**config.mk**
```make
export PLATFORM = sky130hd
export DESIGN_NAME = mandel_mul
export DESIGN_NICKNAME = d
export VERILOG_FILES = /design/src/sv/mandel_pkg.sv /design/src/sv/mandel_mul.sv
export SDC_FILE = /design/constraint.sdc
export NUM_CORES = 2
export LEC_CHECK = 0
export BUFFER_PORTS_ARGS = -buffer_cell sky130_fd_sc_hd__buf_4
export CAP_MARGIN = 20
export CORE_MARGIN = 1.5
export CORE_UTILIZATION = 45
export CTS_BUF_LIST = sky130_fd_sc_hd__clkbuf_4 sky130_fd_sc_hd__clkbuf_8 sky130_fd_sc_hd__clkbuf_16
export CTS_CLUSTER_SIZE = 20
export DETAILED_ROUTE_END_ITERATION = 7
export HOLD_SLACK_MARGIN = 0.05
export SLEW_MARGIN = 20
export SYNTH_ARGS = -nofsm -noshare
export SYNTH_HDL_FRONTEND = slang
export SYNTH_SLANG_ARGS = --single-unit
```
**constraint.sdc**
```tcl
create_clock -name clk -period 8.1 [get_ports clk]
set_input_delay 0.405 -clock clk [delete_from_list [all_inputs] [get_ports clk]]
set_output_delay 0.405 -clock clk [all_outputs]
set_load 0.01 [all_outputs]
```
**src/sv/mandel_pkg.sv**
```systemverilog
// Shared types, constants and state encoding for the Mandelbrot escape-time pixel block.
// Used by mandel_mul, mandel_div and mandelbrot_escape_time_pixel; depends on nothing.
`default_nettype none
package mandel_pkg;

  localparam int FRACTION_BITS = 28;
  localparam int MAX_DIMENSION = 4096;

  // Coordinate and iterate width: wide enough for a pixel mapped far outside the view.
  localparam int COORD_W = 48;
  localparam int CFG_W   = 32;
  localparam int PIX_W   = 12;
  localparam int DIM_W   = 13;
  localparam int CNT_W   = 16;
  localparam int COLOR_W = 24;

  localparam int MUL_W  = 33;
  localparam int PROD_W = 2 * MUL_W;

  localparam int DIV_N_W   = 46;
  localparam int DIV_D_W   = 16;
  localparam int DIV_CNT_W = $clog2(DIV_N_W);

  localparam int CFG_IDX_W = 3;

  localparam logic [CFG_IDX_W-1:0] CFG_REAL_MIN   = 3'd0;
  localparam logic [CFG_IDX_W-1:0] CFG_REAL_MAX   = 3'd1;
  localparam logic [CFG_IDX_W-1:0] CFG_IMAG_MIN   = 3'd2;
  localparam logic [CFG_IDX_W-1:0] CFG_IMAG_MAX   = 3'd3;
  localparam logic [CFG_IDX_W-1:0] CFG_COLUMNS    = 3'd4;
  localparam logic [CFG_IDX_W-1:0] CFG_ROWS       = 3'd5;
  localparam logic [CFG_IDX_W-1:0] CFG_ITER_LIMIT = 3'd6;

  localparam logic signed [COORD_W-1:0] TWO  = COORD_W'(64'sd2 <<< FRACTION_BITS);
  localparam logic signed [COORD_W-1:0] FOUR = COORD_W'(64'sd4 <<< FRACTION_BITS);
  localparam logic [MUL_W-1:0] COLOR_FULL = MUL_W'(24'hFFFFFF);

  typedef struct packed {
    logic signed [MUL_W-1:0] a;
    logic signed [MUL_W-1:0] b;
  } mul_req_t;

  typedef struct packed {
    logic               start;
    logic [DIV_N_W-1:0] dividend;
    logic [DIV_D_W-1:0] divisor;
  } div_req_t;

  typedef struct packed {
    logic               done;
    logic [DIV_N_W-1:0] quotient;
  } div_rsp_t;

  typedef enum logic [3:0] {
    ST_IDLE,
    ST_MAPX_MUL,
    ST_MAPX_START,
    ST_MAPX_WAIT,
    ST_MAPY_MUL,
    ST_MAPY_START,
    ST_MAPY_WAIT,
    ST_ITER_CHECK,
    ST_ITER_XX,
    ST_ITER_YY,
    ST_ITER_XY,
    ST_COLOR_MUL,
    ST_COLOR_START,
    ST_COLOR_WAIT,
    ST_FINISH
  } state_t;

endpackage
`default_nettype wire

```
**src/sv/mandel_mul.sv**
```systemverilog
// Shared signed multiplier with a registered product.
// Depends on mandel_pkg for operand widths and the request struct.
`default_nettype none
module mandel_mul import mandel_pkg::*; (
  input  wire logic                     clk,
  input  wire mul_req_t                 req,
  output logic signed [PROD_W-1:0]      prod
);

  logic signed [MUL_W-1:0] op_a;
  logic signed [MUL_W-1:0] op_b;

  assign op_a = $signed(req.a);
  assign op_b = $signed(req.b);

  always_ff @(posedge clk) begin
    prod <= op_a * op_b;
  end

endmodule
`default_nettype wire

```
==> impl_metrics.toml <==
[status]
status = "finished, final reports clean"

[logic_synthesis]
yosysUniqueCellTypes = 80
synth_top_family_by_area = "adder cells"
syn-num-nets = 5767
synth-xor-area-share = 0.0146
synth-simple-area-share = 0.158
yosysTopAreaCell = "fa_1"
synthCells = 4338
synthTopCellsByArea = "fa_1 56%, inv_1 10%, and2_1 8.6%, ha_1 6.7%, nand2_1 5.1%"
ys_ff_latch = 66
synth_mux_area_frac = 0
yosys_warnings = 0
ys.flop_type = "dfxtp_1"
async_flop_share = 0
synth_edf_count = 0
syn_area_per_cell_sq_um = 9.39
ys_seq_area_frac = 0.0324
synthAdderAreaFrac = 0.629
synth_compound_area_frac = 0.0407
synth_area_sq_um = 40700
synth_top_area_frac = 0.563

[critical_path]
criticalPathCategory = "input port to flip-flop"
worstPathArrival_ps = 7800
cp-end-kind = "flip-flop"
start_kind = "input port"
cp.required_ps = 8410
path_max_fanout = 33

[detailed_routing]
drt-total-wl_microns = 109000
wl_per_cell_microns = 19.7
vias = 28400
drc = 0
firstDrtPassIters = 7
drtAntennaViolNets = 0
drt_iter0_markers = 1335
drt-vias-per-instance = 5.11

[hold_path]
min-delay-start = "req[0]"
holdPathStages = 3
whs_endpoint = "prod[0]$_DFF_P_"
hold_path_class = "input port to flip-flop"

[global_routing]
grt_first_pass_wirelength_microns = 178000
grt_usage = 0.251
grt-ovfl-total = 0
grt_pass1_vias = 31900
grt_max_degree = 34
antenna_found_initial = 3

[clock_tree]
clkTransAtPathRegs_ps = 80
htree_num_levels = 3
root_buffer = "clkbuf_16"
cts_resized = 0
postCtsSetupBuffers = 0
clock-sinks = 66
cts_buffers = 9
cts.path.max_buffers = 2
cts_tree = "built"
ctsHoldBuffers = 0

[sta]
setup_viol_count_final = 0
hold-worst-slack_ps = 584
hold_viol = 0
drv_slew = 0
worstMarginPinSlew_ps = 895
fin_crit_sh = 0.925
period_minus_slack_ps = 7490
rsz0062_at_grt = "false"
fmax_ghz = 0.133
fin_setup_tns_ps = 0
slew_headroom = 0.403

[cells_and_area]
largest_register_ffs = 66
drive_gt1_frac = 0.0676
largest_register = "prod"
nets = 5800
largestRegisters = "prod (66)"
area_growth_syn_to_layout_pct = 6.91

[floorplan]
chipWidth_microns = 304
core-area_sq_um = 89900
die_y_microns = 304
ios = 133
initial_utilization = 0.453
core.rowCount = 110
die_area_sq_um = 92300

[job]
maxCapViolCount = 0

[placed_design]
dpl.hpwl_microns = 94300
portBuffers = 132
place.gp.congestion = 0.886
[critical path: stages]
cell	delay, ps
buf_4	330
and2_1	200
fa_1	510
fa_1	570
fa_1	510
buf_4	210
inv_1	130
fa_1	590
fa_1	450
fa_1	570
fa_1	430
fa_1	490
inv_1	40
ha_1	430
and4_1	250
nand3_1	180
nand2b_1	280
a2111oi_4	350
a211oi_4	80
buf_12	160
a21oi_2	240
nor4b_2	80
a311oi_1	250
[per-stage QoR]
stage | setup slack [ps] | std cells | area, sq um | util
2_1_floorplan | 459 | 4338 | 40700 | -
3_3_place_gp | 262 | 5536 | 43200 | 0.481
3_5_place_dp | 247 | 5536 | 43200 | 0.481
4_1_cts | 660 | 5552 | 43500 | 0.485
5_1_grt | 320 | 5552 | 43500 | 0.485
6_report | 608 | 5553 | 43500 | 0.485
[cell families after synthesis]
logic type               after synthesis
flip-flops                            66
XOR/XNOR                              68
AND/OR/NAND/NOR                     1271
buffers and inverters               1352
adder cells (fa/ha/maj)             1362
AO/OA/AOI/OAI                        219
[metal layers]
layer / vias up / global-route usage / wire length (microns)
met5: - / 0 / 13
met4: 2 / 0.108 / 5140
met3: 199 / 0.0292 / 4460
met2: 701 / 0.452 / 58200
met1: 15100 / 0.303 / 41500
li1: 12400 / - / -
[cells in the final DEF, fill, tap and decap left out, types with 12 or more instances in the layout]
cell         n
xor2_1      25
inv_1     1131
and2_1     562
a21oi_1     57
buf_4      238
nand3_1     25
nand2_1    551
xnor2_1     43
a21o_1      36
ha_1       217
o21ai_0     25
dfxtp_1     66
nand2b_1    12
fa_1      1145
nor2_1      68
[Yosys cell counts, types with 12 or more instances]
library cell  number
fa_1            1145
inv_1           1131
and2_1           562
nand2_1          551
ha_1             217
clkbuf_1         208
nor2_1            68
dfxtp_1           66
a21oi_1           57
xnor2_1           43
a21o_1            36
nand3_1           25
o21ai_0           25
xor2_1            25
nand2b_1          12
[worst max path at each step]
stage,startpoint,to,depth (start not counted)
floorplan,req[65],prod[62]$_DFF_P_,23
global placement,req[32],prod[63]$_DFF_P_,23
detailed placement,req[65],prod[59]$_DFF_P_,24
CTS,req[2],prod[58]$_DFF_P_,23
global route,req[0],prod[63]$_DFF_P_,24
finish,req[2],prod[58]$_DFF_P_,23
[area by class of cell]
| cell class | instances | area [sq um] |
|---|---|---|
| Multi-Input combinational cell | 2920 | 34300 |
| Antenna cell | 1 | 2.50 |
| Tap cell | 1176 | 1470 |
| Fill cell | 8581 | 46300 |
| Clock inverter | 7 | 77.6 |
| Sequential cell | 66 | 1320 |
| Inverter | 1131 | 4250 |
| Timing Repair Buffer | 243 | 1890 |
| Clock buffer | 9 | 225 |
Power is left out: the tool's default activity adds up to more than one toggle a clock period on the data nets, which glitch-free logic cannot reach.
