File: config.mk
export PLATFORM = sky130hd
export DESIGN_NAME = mandel_div
export DESIGN_NICKNAME = d
export VERILOG_FILES = /design/src/sv/mandel_pkg.sv /design/src/sv/mandel_div.sv
export SDC_FILE = /design/constraint.sdc
export NUM_CORES = 1
export LEC_CHECK = 0
export ABC_AREA = 1
export ABC_CLOCK_PERIOD_IN_PS = 1900
export BUFFER_PORTS_ARGS = -buffer_cell sky130_fd_sc_hd__buf_2
export CAP_MARGIN = 0
export CORE_ASPECT_RATIO = 1.5
export CORE_MARGIN = 4
export CORE_UTILIZATION = 42
export CTS_CLUSTER_DIAMETER = 120
export CTS_CLUSTER_SIZE = 8
export DETAILED_ROUTE_END_ITERATION = 8
export PLACE_DENSITY_LB_ADDON = 0.1
export SLEW_MARGIN = 10
export SYNTH_ARGS = -nofsm -noshare
export SYNTH_HDL_FRONTEND = slang
export SYNTH_SLANG_ARGS = --single-unit
File: constraint.sdc
create_clock -name clk -period 1.9 [get_ports clk]
set_input_delay 0.095 -clock clk [delete_from_list [all_inputs] [get_ports clk]]
set_output_delay 0.095 -clock clk [all_outputs]
set_load 0.01 [all_outputs]
File: src/sv/mandel_pkg.sv
// Shared types, constants and state encoding for the Mandelbrot escape-time pixel block.
// Used by mandel_mul, mandel_div and mandelbrot_escape_time_pixel; depends on nothing.
`default_nettype none
package mandel_pkg;

  localparam int FRACTION_BITS = 28;
  localparam int MAX_DIMENSION = 4096;

  // Coordinate and iterate width: wide enough for a pixel mapped far outside the view.
  localparam int COORD_W = 48;
  localparam int CFG_W   = 32;
  localparam int PIX_W   = 12;
  localparam int DIM_W   = 13;
  localparam int CNT_W   = 16;
  localparam int COLOR_W = 24;

  localparam int MUL_W  = 33;
  localparam int PROD_W = 2 * MUL_W;

  localparam int DIV_N_W   = 46;
  localparam int DIV_D_W   = 16;
  localparam int DIV_CNT_W = $clog2(DIV_N_W);

  localparam int CFG_IDX_W = 3;

  localparam logic [CFG_IDX_W-1:0] CFG_REAL_MIN   = 3'd0;
  localparam logic [CFG_IDX_W-1:0] CFG_REAL_MAX   = 3'd1;
  localparam logic [CFG_IDX_W-1:0] CFG_IMAG_MIN   = 3'd2;
  localparam logic [CFG_IDX_W-1:0] CFG_IMAG_MAX   = 3'd3;
  localparam logic [CFG_IDX_W-1:0] CFG_COLUMNS    = 3'd4;
  localparam logic [CFG_IDX_W-1:0] CFG_ROWS       = 3'd5;
  localparam logic [CFG_IDX_W-1:0] CFG_ITER_LIMIT = 3'd6;

  localparam logic signed [COORD_W-1:0] TWO  = COORD_W'(64'sd2 <<< FRACTION_BITS);
  localparam logic signed [COORD_W-1:0] FOUR = COORD_W'(64'sd4 <<< FRACTION_BITS);
  localparam logic [MUL_W-1:0] COLOR_FULL = MUL_W'(24'hFFFFFF);

  typedef struct packed {
    logic signed [MUL_W-1:0] a;
    logic signed [MUL_W-1:0] b;
  } mul_req_t;

  typedef struct packed {
    logic               start;
    logic [DIV_N_W-1:0] dividend;
    logic [DIV_D_W-1:0] divisor;
  } div_req_t;

  typedef struct packed {
    logic               done;
    logic [DIV_N_W-1:0] quotient;
  } div_rsp_t;

  typedef enum logic [3:0] {
    ST_IDLE,
    ST_MAPX_MUL,
    ST_MAPX_START,
    ST_MAPX_WAIT,
    ST_MAPY_MUL,
    ST_MAPY_START,
    ST_MAPY_WAIT,
    ST_ITER_CHECK,
    ST_ITER_XX,
    ST_ITER_YY,
    ST_ITER_XY,
    ST_COLOR_MUL,
    ST_COLOR_START,
    ST_COLOR_WAIT,
    ST_FINISH
  } state_t;

endpackage
`default_nettype wire

File: src/sv/mandel_div.sv
// Restoring unsigned divider, one quotient bit per cycle.
// Depends on mandel_pkg for widths and the request and response structs.
`default_nettype none
module mandel_div import mandel_pkg::*; (
  input  wire logic     clk,
  input  wire logic     rst,
  input  wire div_req_t req,
  output div_rsp_t      rsp
);

  logic                 running;
  logic                 done_r;
  logic [DIV_CNT_W-1:0] cnt;
  logic [DIV_D_W-1:0]   rem;
  logic [DIV_N_W-1:0]   quo;
  logic [DIV_D_W-1:0]   dvsr;

  logic [DIV_D_W:0]     trial;
  logic                 fits;
  logic [DIV_D_W:0]     diff;
  logic [DIV_D_W-1:0]   rem_next;

  assign trial    = {rem, quo[DIV_N_W-1]};
  assign fits     = trial >= {1'b0, dvsr};
  assign diff     = trial - {1'b0, dvsr};
  assign rem_next = fits ? diff[DIV_D_W-1:0] : trial[DIV_D_W-1:0];

  always_ff @(posedge clk) begin
    if (rst) begin
      running <= 1'b0;
      done_r  <= 1'b0;
    end else begin
      done_r <= 1'b0;
      if (req.start) begin
        running <= 1'b1;
      end else if (running && cnt == DIV_CNT_W'(DIV_N_W - 1)) begin
        running <= 1'b0;
        done_r  <= 1'b1;
      end
    end
  end

  always_ff @(posedge clk) begin
    if (req.start) begin
      quo  <= req.dividend;
      dvsr <= req.divisor;
      rem  <= '0;
      cnt  <= '0;
    end else if (running) begin
      quo <= {quo[DIV_N_W-2:0], fits};
      rem <= rem_next;
      cnt <= cnt + 1'b1;
    end
  end

  assign rsp.done     = done_r;
  assign rsp.quotient = quo;

endmodule
`default_nettype wire

==> report_table.html, run 1 <==
<table>
<tr><th>Metric</th><th>Value</th></tr>
<tr><th colspan="2">Status</th></tr>
<tr><td>Status</td><td>finished clean</td></tr>
<tr><th colspan="2">Synth</th></tr>
<tr><td>Number of instances in the synthesized netlist</td><td>between 500 and 600</td></tr>
<tr><td>Syn Nets</td><td>roughly 660</td></tr>
<tr><td>Post-Syn Area</td><td>about 0.0046 mm^2</td></tr>
<tr><td>Number of flops mapped to enable cells by yosys</td><td>62</td></tr>
<tr><td>Sequential-to-total area share from yosys stat</td><td>between 50% and 60%</td></tr>
<tr><td>Proportion of register bits with asynchronous set or reset after synthesis</td><td>0%</td></tr>
<tr><td>Synth area leader</td><td>edfxtp_1</td></tr>
<tr><td>Post-synth cell types</td><td>34</td></tr>
<tr><td>Predominant post-synthesis flop cell</td><td>edfxtp_1</td></tr>
<tr><td>Leading cell types by total area after synthesis</td><td>edfxtp_1, nand2_1, dfxtp_1, inv_1, ha_1</td></tr>
<tr><td>Number of warnings printed during yosys synthesis</td><td>0</td></tr>
<tr><td>Average size of a mapped cell</td><td>about 8 um^2</td></tr>
<tr><td>Fraction of synthesized cell area taken by the top area cell type</td><td>approximately 40%</td></tr>
<tr><td>Number of register bits inferred by synthesis</td><td>86</td></tr>
<tr><th colspan="2">Routing</th></tr>
<tr><td>Avg Vias per Cell</td><td>roughly 4.8</td></tr>
<tr><td>DR pass1 iterations</td><td>4</td></tr>
<tr><td>Number of DRC violations after detailed routing</td><td>0</td></tr>
<tr><td>Average detailed-routed wire length per instance</td><td>~14 um</td></tr>
<tr><td>Remaining antenna violation count</td><td>0</td></tr>
<tr><td>Detailed-route wire length</td><td>12200 um</td></tr>
<tr><td>Total via count after detailed routing</td><td>about 4200</td></tr>
<tr><td>DRT iter0 DRCs</td><td>~240</td></tr>
<tr><th colspan="2">Job</th></tr>
<tr><td>Number of max-capacitance violations reported</td><td>0</td></tr>
<tr><th colspan="2">Setup path</th></tr>
<tr><td>CP Capture Type</td><td>flop</td></tr>
<tr><td>Crit path launch type</td><td>flop</td></tr>
<tr><td>Crit Path Class</td><td>flop to flop</td></tr>
<tr><td>Data required time at the worst endpoint</td><td>2.13 ns</td></tr>
<tr><td>Crit path DAT</td><td>roughly 2.1 ns</td></tr>
<tr><td>Critical-path maximum fanout</td><td>2</td></tr>
<tr><th colspan="2">Timing</th></tr>
<tr><td>Worst hold slack</td><td>~0.029 ns</td></tr>
<tr><td># setup viols final</td><td>0</td></tr>
<tr><td>Unrepaired setup endpoints after global routing</td><td>yes</td></tr>
<tr><td>Final worst path period share</td><td>approximately 98%</td></tr>
<tr><td>Achievable frequency</td><td>between 0.5 and 0.6 GHz</td></tr>
<tr><td>Least-Margin Pin Slew</td><td>around 0.55 ns</td></tr>
<tr><td>Final min period</td><td>between 1.5 and 2 ns</td></tr>
<tr><td>Total count of hold-check failures in the final report</td><td>0</td></tr>
<tr><td>Final max-slew violation count</td><td>0</td></tr>
<tr><td>Max transition margin</td><td>between 60 and 70%</td></tr>
<tr><td>Clock skew after layout</td><td>0.00713 ns</td></tr>
<tr><th colspan="2">Global routing</th></tr>
<tr><td>Vias in the first global route</td><td>between 4000 and 5000</td></tr>
<tr><td>Antenna violations before repair</td><td>0</td></tr>
<tr><td>Total global-route track usage</td><td>19.1%</td></tr>
<tr><td>Wire length of the first global-routing pass</td><td>19300 um</td></tr>
<tr><td>Pin count of the biggest net entering global routing</td><td>52</td></tr>
<tr><td>Final global-route overflow total</td><td>0</td></tr>
<tr><th colspan="2">Power</th></tr>
<tr><td>Overall power of the completed layout</td><td>between 0.004 and 0.005 W</td></tr>
<tr><td>Clock power frac</td><td>approximately 37%</td></tr>
<tr><td>Leakage power figure</td><td>around 3.1 nW</td></tr>
<tr><td>Share of total power in combinational logic</td><td>between 15 and 20%</td></tr>
<tr><td>Maximum vdd ir drop</td><td>approximately 590 uV</td></tr>
<tr><td>Share of total power in sequential cells</td><td>46.7%</td></tr>
<tr><td>Int Power</td><td>0.00361 W</td></tr>
<tr><td>Net switching component of the power</td><td>between 0.001 and 0.0015 W</td></tr>
<tr><td>Switching part of the total</td><td>roughly 25%</td></tr>
<tr><td>Pwr/cell area</td><td>approximately 750 mW/mm^2</td></tr>
<tr><th colspan="2">Finish</th></tr>
<tr><td>Share of layout cells above drive strength 1</td><td>between 30% and 40%</td></tr>
<tr><td>Final instance area</td><td>roughly 0.0064 mm^2</td></tr>
<tr><td>Sequential cell area</td><td>around 0.0023 mm^2</td></tr>
<tr><td>Ant diodes</td><td>0</td></tr>
<tr><td>Total of fill cells in the finished design</td><td>approximately 980</td></tr>
<tr><td>Number of nets at the end of the flow</td><td>~800</td></tr>
<tr><td>Count of placed standard cells in the final layout, fillers left out</td><td>between 800 and 900</td></tr>
<tr><td>Area taken by multi-input logic gates</td><td>around 0.0023 mm^2</td></tr>
<tr><td>Area growth, synth to finish</td><td>38.6%</td></tr>
<tr><th colspan="2">CTS</th></tr>
<tr><td>Number of clock buffers inserted by TritonCTS</td><td>9</td></tr>
<tr><td>Clock-pin slew reported for the worst setup and hold paths after clock tree synthesis</td><td>about 0.070 ns</td></tr>
<tr><td>Clock tree from TritonCTS</td><td>built</td></tr>
<tr><td>Number of sinks on the clock net</td><td>86</td></tr>
<tr><td>Clk Latency, worst-skew pair</td><td>about 0.33 ns</td></tr>
<tr><td>Number of buffers on the longest clock path</td><td>2</td></tr>
<tr><td>Clock root cell</td><td>clkbuf_16</td></tr>
<tr><td>Maximum level of the CTS H-tree</td><td>3</td></tr>
<tr><th colspan="2">Min path</th></tr>
<tr><td>Worst hold-check path type</td><td>primary input to flop</td></tr>
<tr><th colspan="2">Die</th></tr>
<tr><td>Placeable core region</td><td>about 0.011 mm^2</td></tr>
<tr><td>Die Area</td><td>roughly 0.013 mm^2</td></tr>
<tr><td>Top-level I/O count</td><td>between 100 and 150</td></tr>
<tr><td>Std-Cell Rows</td><td>46</td></tr>
<tr><td>Die Y</td><td>136 um</td></tr>
<tr><td>Width of the chip</td><td>~94 um</td></tr>
<tr><td>Initial cell density of the core</td><td>approximately 43%</td></tr>
<tr><th colspan="2">Placed design</th></tr>
<tr><td>Hpwl dp</td><td>8770 um</td></tr>
<tr><td>Number of cells in the design after placement</td><td>roughly 840</td></tr>
<tr><td>Post-placement cell area</td><td>between 0.005 and 0.006 mm^2</td></tr>
<tr><td>Count of input and output buffers</td><td>approximately 110</td></tr>
<tr><td>Routability cong.</td><td>~0.88</td></tr>
</table>
[final cells by class]
class	count	share of cell area (%)
clock buffer	11	3.95
multi-input combinational	402	35.5
inverter	77	4.51
tap	144	2.81
clock inverter	5	0.899
timing repair buffer	157	15.8
sequential	86	36.6
[registers in the layout (all words and copies together), names as in the netlist]
name and flops:
cnt 6, done_r 1, dvsr 16, quo 46
rem 16, running 1
[Yosys cell counts (all sizes together) (4+ instances only)]
master / count
a21oi: 11
buf: 7
clkbuf: 9
dfxtp: 24
edfxtp: 62
ha: 18
inv: 76
nand2: 262
nand3: 40
nand3b: 7
nand4: 5
nor2: 25
nor3: 8
o21ai: 13
xnor2: 4
[logic make-up (layout without fill, tap and decap cells)]
kind of cell / after synthesis / count (layout) / share of synthesized area [%]
DFF: 86 / 86 / 50.7
buffers and inverters: 93 / 250 / 7.94
AOI/OAI and AO/OA: 29 / 29 / 3.58
xor gates and xnor gates: 6 / 6 / 1.14
adders and majority gates: 19 / 19 / 5.31
and+or+nand+nor: 347 / 348 / 31.3
[timing repair]
item,4_1_cts,5_1_grt
pin swaps,2,20
cloned,0,2
gates resized for setup,10,69
setup buffers,2,3
setup endpoints to repair,17,17
hold buffers,17,0
hold endpoints to repair,17,0
[path summary, 6_finish.rpt]
path	cells past startpoint	endpoint	slack (ns)	from
min reg2reg	2	rem[15]$_SDFFE_PP0P_	0.48	rem[15]$_SDFFE_PP0P_
min	3	quo[41]$_DFFE_PP_	0.03	req[57]
max reg2reg	10	rem[10]$_SDFFE_PP0P_	0.04	dvsr[0]$_DFFE_PP_
max	10	rem[10]$_SDFFE_PP0P_	0.04	dvsr[0]$_DFFE_PP_
[worst max-delay path, stage by stage (launching register included)]
cell	delay, ns
edfxtp_1	0.40
ha_2	0.22
fa_2	0.39
buf_4	0.16
nand3b_1	0.18
nand3_1	0.10
nand2_1	0.05
nand2_1	0.08
nand2_1	0.07
nand3_2	0.06
o21ai_2	0.05
[placed cells by master (no fill, tap or decap), types with 2 or more instances in the layout]
cell | synthesis | layout
dfxtp_1 | 24 | 24
clkinvlp_4 | 0 | 3
nand3_2 | 3 | 4
a21oi_2 | 2 | 2
nand3_1 | 37 | 35
nor3_1 | 8 | 7
ha_1 | 18 | 2
xor2_1 | 2 | 2
nand4_1 | 5 | 5
xnor2_1 | 4 | 4
buf_12 | 0 | 4
nor2_1 | 22 | 17
o21ai_1 | 1 | 2
o21ai_0 | 11 | 9
nand2_4 | 2 | 3
inv_2 | 2 | 14
nand3b_1 | 7 | 7
ha_4 | 0 | 15
nor2_2 | 2 | 3
clkbuf_8 | 0 | 2
buf_2 | 2 | 111
a21oi_1 | 9 | 9
buf_4 | 2 | 24
nor2_4 | 1 | 5
nand2_1 | 259 | 239
clkbuf_16 | 0 | 10
inv_1 | 74 | 62
nand2_2 | 1 | 18
edfxtp_1 | 62 | 62
dlygate4sd3_1 | 0 | 17
o21ai_2 | 1 | 2
nand2_8 | 0 | 3
[power groups by stage]
| stage | Clock (W) | Sequential, W | Combinational, W |
|---|---|---|---|
| floorplan | 0 | 0.00233 | 0.000300 |
| global placement | 0 | 0.00229 | 0.000656 |
| detailed placement | 0 | 0.00229 | 0.000662 |
| CTS | 0.00185 | 0.00225 | 0.000707 |
| global route | 0.00194 | 0.00227 | 0.000858 |
| finish | 0.00180 | 0.00225 | 0.000777 |
[through the flow]
stage	util, %	TNS, ns	worst slack [ns]
after floorplan	-	0	0.0424
after global placement	51.5	-0.00158	-0.00158
after detailed placement	51.5	-0.418	-0.0555
after CTS	56.9	0	0.00385
after global routing	60.1	-0.336	-0.0341
final	60.1	0	0.0353
[layer usage]
metal | vias up | GRT usage [%] | wire length [um]
met5 | - | 0 | 0
met4 | 0 | 5.62 | 284
met3 | 21 | 3.60 | 486
met2 | 94 | 35.9 | 6620
met1 | 1965 | 21.8 | 4780
li1 | 2147 | - | -
No activity file was read; power rests on OpenSTA's default activity.
==> run 2: changes to the inputs <==
--- a/config.mk
+++ b/config.mk
@@ -9,7 +9,7 @@
 export ABC_CLOCK_PERIOD_IN_PS = 1900
 export BUFFER_PORTS_ARGS = -buffer_cell sky130_fd_sc_hd__buf_2
 export CAP_MARGIN = 0
-export CORE_ASPECT_RATIO = 1.5
+export CORE_ASPECT_RATIO = 0.5
 export CORE_MARGIN = 4
 export CORE_UTILIZATION = 42
 export CTS_CLUSTER_DIAMETER = 120
==> report_table.html, run 2 (synthesis gave the netlist of run 1 again) <==
<table>
<tr><th>Metric</th><th>Value</th></tr>
<tr><th colspan="2">Power</th></tr>
<tr><td>Overall power of the completed layout</td><td>0.00476 W (-1.4%)</td></tr>
<tr><td>Leakage power figure</td><td>3.14 nW (-0.18%)</td></tr>
<tr><td>Pwr/cell area</td><td>750 mW/mm^2 (-0.52%)</td></tr>
<tr><td>Maximum vdd ir drop</td><td>417 uV (-29%)</td></tr>
<tr><th colspan="2">Status</th></tr>
<tr><td>Status</td><td>finished clean</td></tr>
<tr><th colspan="2">Timing</th></tr>
<tr><td>Total count of hold-check failures in the final report</td><td>0 (unchanged)</td></tr>
<tr><td>Final max-slew violation count</td><td>0 (unchanged)</td></tr>
<tr><td>Final min period</td><td>1.82 ns (-0.0467 ns)</td></tr>
<tr><td>Least-Margin Pin Slew</td><td>0.635 ns (+0.0858 ns)</td></tr>
<tr><td>Setup TNS</td><td>0 ns (unchanged)</td></tr>
<tr><td># setup viols final</td><td>0 (unchanged)</td></tr>
<tr><td>Max transition margin</td><td>57.6% (-5.7 points)</td></tr>
<tr><td>Clock skew after layout</td><td>0.00761 ns (+0.000488 ns)</td></tr>
<tr><td>Worst hold slack</td><td>0.0132 ns (-0.0156 ns)</td></tr>
<tr><td>Achievable frequency</td><td>0.550 GHz (+2.6%)</td></tr>
<tr><td>Final worst path period share</td><td>95.7% (-2.5 points)</td></tr>
<tr><td>Unrepaired setup endpoints after global routing</td><td>yes</td></tr>
<tr><th colspan="2">Routing</th></tr>
<tr><td>Detailed-route wire length</td><td>12300 um (+1.4%)</td></tr>
<tr><td>Remaining antenna violation count</td><td>0 (unchanged)</td></tr>
<tr><td>DR pass1 iterations</td><td>4 (unchanged)</td></tr>
<tr><td>Number of DRC violations after detailed routing</td><td>0 (unchanged)</td></tr>
<tr><td>Average detailed-routed wire length per instance</td><td>14.1 um (+2.0%)</td></tr>
<tr><td>DRT iter0 DRCs</td><td>314 (+29%)</td></tr>
<tr><td>Avg Vias per Cell</td><td>4.76 (-0.67%)</td></tr>
<tr><td>Total via count after detailed routing</td><td>4175 (-1.2%)</td></tr>
<tr><th colspan="2">Finish</th></tr>
<tr><td>Number of nets at the end of the flow</td><td>816 (-0.12%)</td></tr>
<tr><td>Area taken by multi-input logic gates</td><td>0.00223 mm^2 (-1.7%)</td></tr>
<tr><td>Register bank with the most flops</td><td>quo</td></tr>
<tr><td>Number of flip-flops in the largest register</td><td>46 (unchanged)</td></tr>
<tr><td>Share of layout cells above drive strength 1</td><td>29.3% (-1.9 points)</td></tr>
<tr><td>Ant diodes</td><td>0 (unchanged)</td></tr>
<tr><td>Area growth, synth to finish</td><td>37.4%</td></tr>
<tr><td>Highest-count cells in the layout ignoring fill and taps</td><td>nand2_1, buf_2, inv_1, edfxtp_1, nand3_1</td></tr>
<tr><td>Sequential cell area</td><td>0.00234 mm^2 (unchanged)</td></tr>
<tr><td>Total of fill cells in the finished design</td><td>956 (-1.9%)</td></tr>
<tr><td>Most common library cell in the layout ignoring fill and taps</td><td>nand2_1</td></tr>
<tr><td>Largest registers</td><td>quo: 46 flops, dvsr: 16 flops, rem: 16 flops</td></tr>
<tr><th colspan="2">Global routing</th></tr>
<tr><td>Total global-route track usage</td><td>18.7% (-0.44 points)</td></tr>
<tr><td>Final global-route overflow total</td><td>0 (unchanged)</td></tr>
<tr><td>Antenna violations before repair</td><td>0 (unchanged)</td></tr>
<tr><td>Pin count of the biggest net entering global routing</td><td>45 (-13%)</td></tr>
<tr><td>Wire length of the first global-routing pass</td><td>18900 um (-2.0%)</td></tr>
<tr><td>Vias in the first global route</td><td>3894 (-7.1%)</td></tr>
<tr><th colspan="2">Setup path</th></tr>
<tr><td>Crit path DAT</td><td>2.00 ns (-0.10 ns)</td></tr>
<tr><td>Worst reg2reg startpoint</td><td>dvsr[8]$_DFFE_PP_</td></tr>
<tr><td>Crit path launch type</td><td>flop</td></tr>
<tr><td>Critical-path maximum fanout</td><td>7 (+5)</td></tr>
<tr><td>Crit Path Class</td><td>flop to flop</td></tr>
<tr><td>Data required time at the worst endpoint</td><td>2.08 ns (-0.05 ns)</td></tr>
<tr><td>CP Capture Type</td><td>flop</td></tr>
<tr><td>Worst setup path startpoint</td><td>dvsr[8]$_DFFE_PP_</td></tr>
<tr><th colspan="2">Min path</th></tr>
<tr><td>Worst hold-check path type</td><td>primary input to flop</td></tr>
<tr><td>Critical hold path startpoint</td><td>req[49]</td></tr>
<tr><th colspan="2">Placed design</th></tr>
<tr><td>Routability cong.</td><td>0.859 (-1.8%)</td></tr>
<tr><td>Count of input and output buffers</td><td>111 (unchanged)</td></tr>
<tr><td>Hpwl dp</td><td>8610 um (-1.8%)</td></tr>
<tr><th colspan="2">CTS</th></tr>
<tr><td>Clock root cell</td><td>clkbuf_16</td></tr>
<tr><td>Clock-pin slew reported for the worst setup and hold paths after clock tree synthesis</td><td>0.07 ns (about the same)</td></tr>
<tr><td>Clock tree from TritonCTS</td><td>built</td></tr>
<tr><td>Maximum level of the CTS H-tree</td><td>3 (unchanged)</td></tr>
<tr><td>Number of sinks on the clock net</td><td>86 (unchanged)</td></tr>
<tr><td>Number of clock buffers inserted by TritonCTS</td><td>9 (unchanged)</td></tr>
<tr><td>Number of buffers on the longest clock path</td><td>2 (unchanged)</td></tr>
<tr><td>Clk Latency, worst-skew pair</td><td>0.34 ns (about the same)</td></tr>
<tr><th colspan="2">Die</th></tr>
<tr><td>Placeable core region</td><td>0.0105 mm^2 (-1.6%)</td></tr>
<tr><td>Std-Cell Rows</td><td>26 (-43%)</td></tr>
<tr><td>Die Y</td><td>82.1 um (-40%)</td></tr>
<tr><td>Top-level I/O count</td><td>112 (unchanged)</td></tr>
<tr><td>Die Area</td><td>0.0128 mm^2 (+0.52%)</td></tr>
<tr><td>Width of the chip</td><td>156 um (+67%)</td></tr>
<tr><td>Initial cell density of the core</td><td>44.1% (+0.71 points)</td></tr>
<tr><th colspan="2">Job</th></tr>
<tr><td>Number of max-capacitance violations reported</td><td>0 (unchanged)</td></tr>
</table>
## run 2: changes by cell type in the layout (fill, tap and decap cells not counted), sizes merged
cell	before	now
inv	76	82
clkbuf	12	10
clkinvlp	3	0
bufinv	1	0
buf	139	138
## run 2: critical path, cell delays in order, from the launching register on
cell	delay (ns)
edfxtp_1	0.35
inv_2	0.05
ha_4	0.28
nand2_2	0.08
nor2_2	0.18
nand3_2	0.13
nand3_4	0.14
nand2_8	0.10
clkbuf_16	0.18
a31oi_2	0.18
## run 2: power breakdown
part           switching (W)  total [W]  internal, W
logic               0.000425   0.000761     0.000336
clock network       0.000826    0.00175     0.000923
registers          0.0000711    0.00225      0.00218
total                0.00132    0.00476      0.00344
## run 2: through the flow
step	utilization [%]	area [um^2]	worst slack (ns)	instances
2_1_floorplan	-	4620	0.0424	580
3_3_place_gp	52.4	5490	0.0139	838
4_1_cts	56.9	5960	-0.0266	871
5_1_grt	60.6	6340	-0.0294	877
3_5_place_dp	52.4	5490	-0.0144	838
6_report	60.6	6340	0.0820	877
## run 2: path summary, 6_finish.rpt
check,slack [ns],to,depth (start not counted)
setup reg to reg,0.08,quo[0]$_DFFE_PP_,9
setup / recovery,0.08,quo[0]$_DFFE_PP_,9
hold / removal,0.01,quo[33]$_DFFE_PP_,3
hold reg to reg,0.49,rem[14]$_SDFFE_PP0P_,2
## run 2: metal layers
metal	global-route usage (%)	share of wire, %
met5	0	0
met4	4.33	1.1
met3	6.09	7.3
met2	30.0	46
met1	24.9	45
## run 2: what timing repair did
item                                    in CTS  in global routing
hold buffers                                17                  0
gates cloned                                 0                  2
endpoints found under the hold margin       17                  0
setup buffers                                0                  4
pin swaps                                    0                 13
resized for setup                            1                 58
endpoints found under the setup margin       3                 17
## run 2: cell type report
class,count,share of cell area [%]
flip-flops and latches,86,36.9
multi-input cells,402,35.2
repair buffers,156,16.1
inverters,77,4.56
clock buffers,9,3.55
well taps,140,2.76
clock inverters,7,0.986
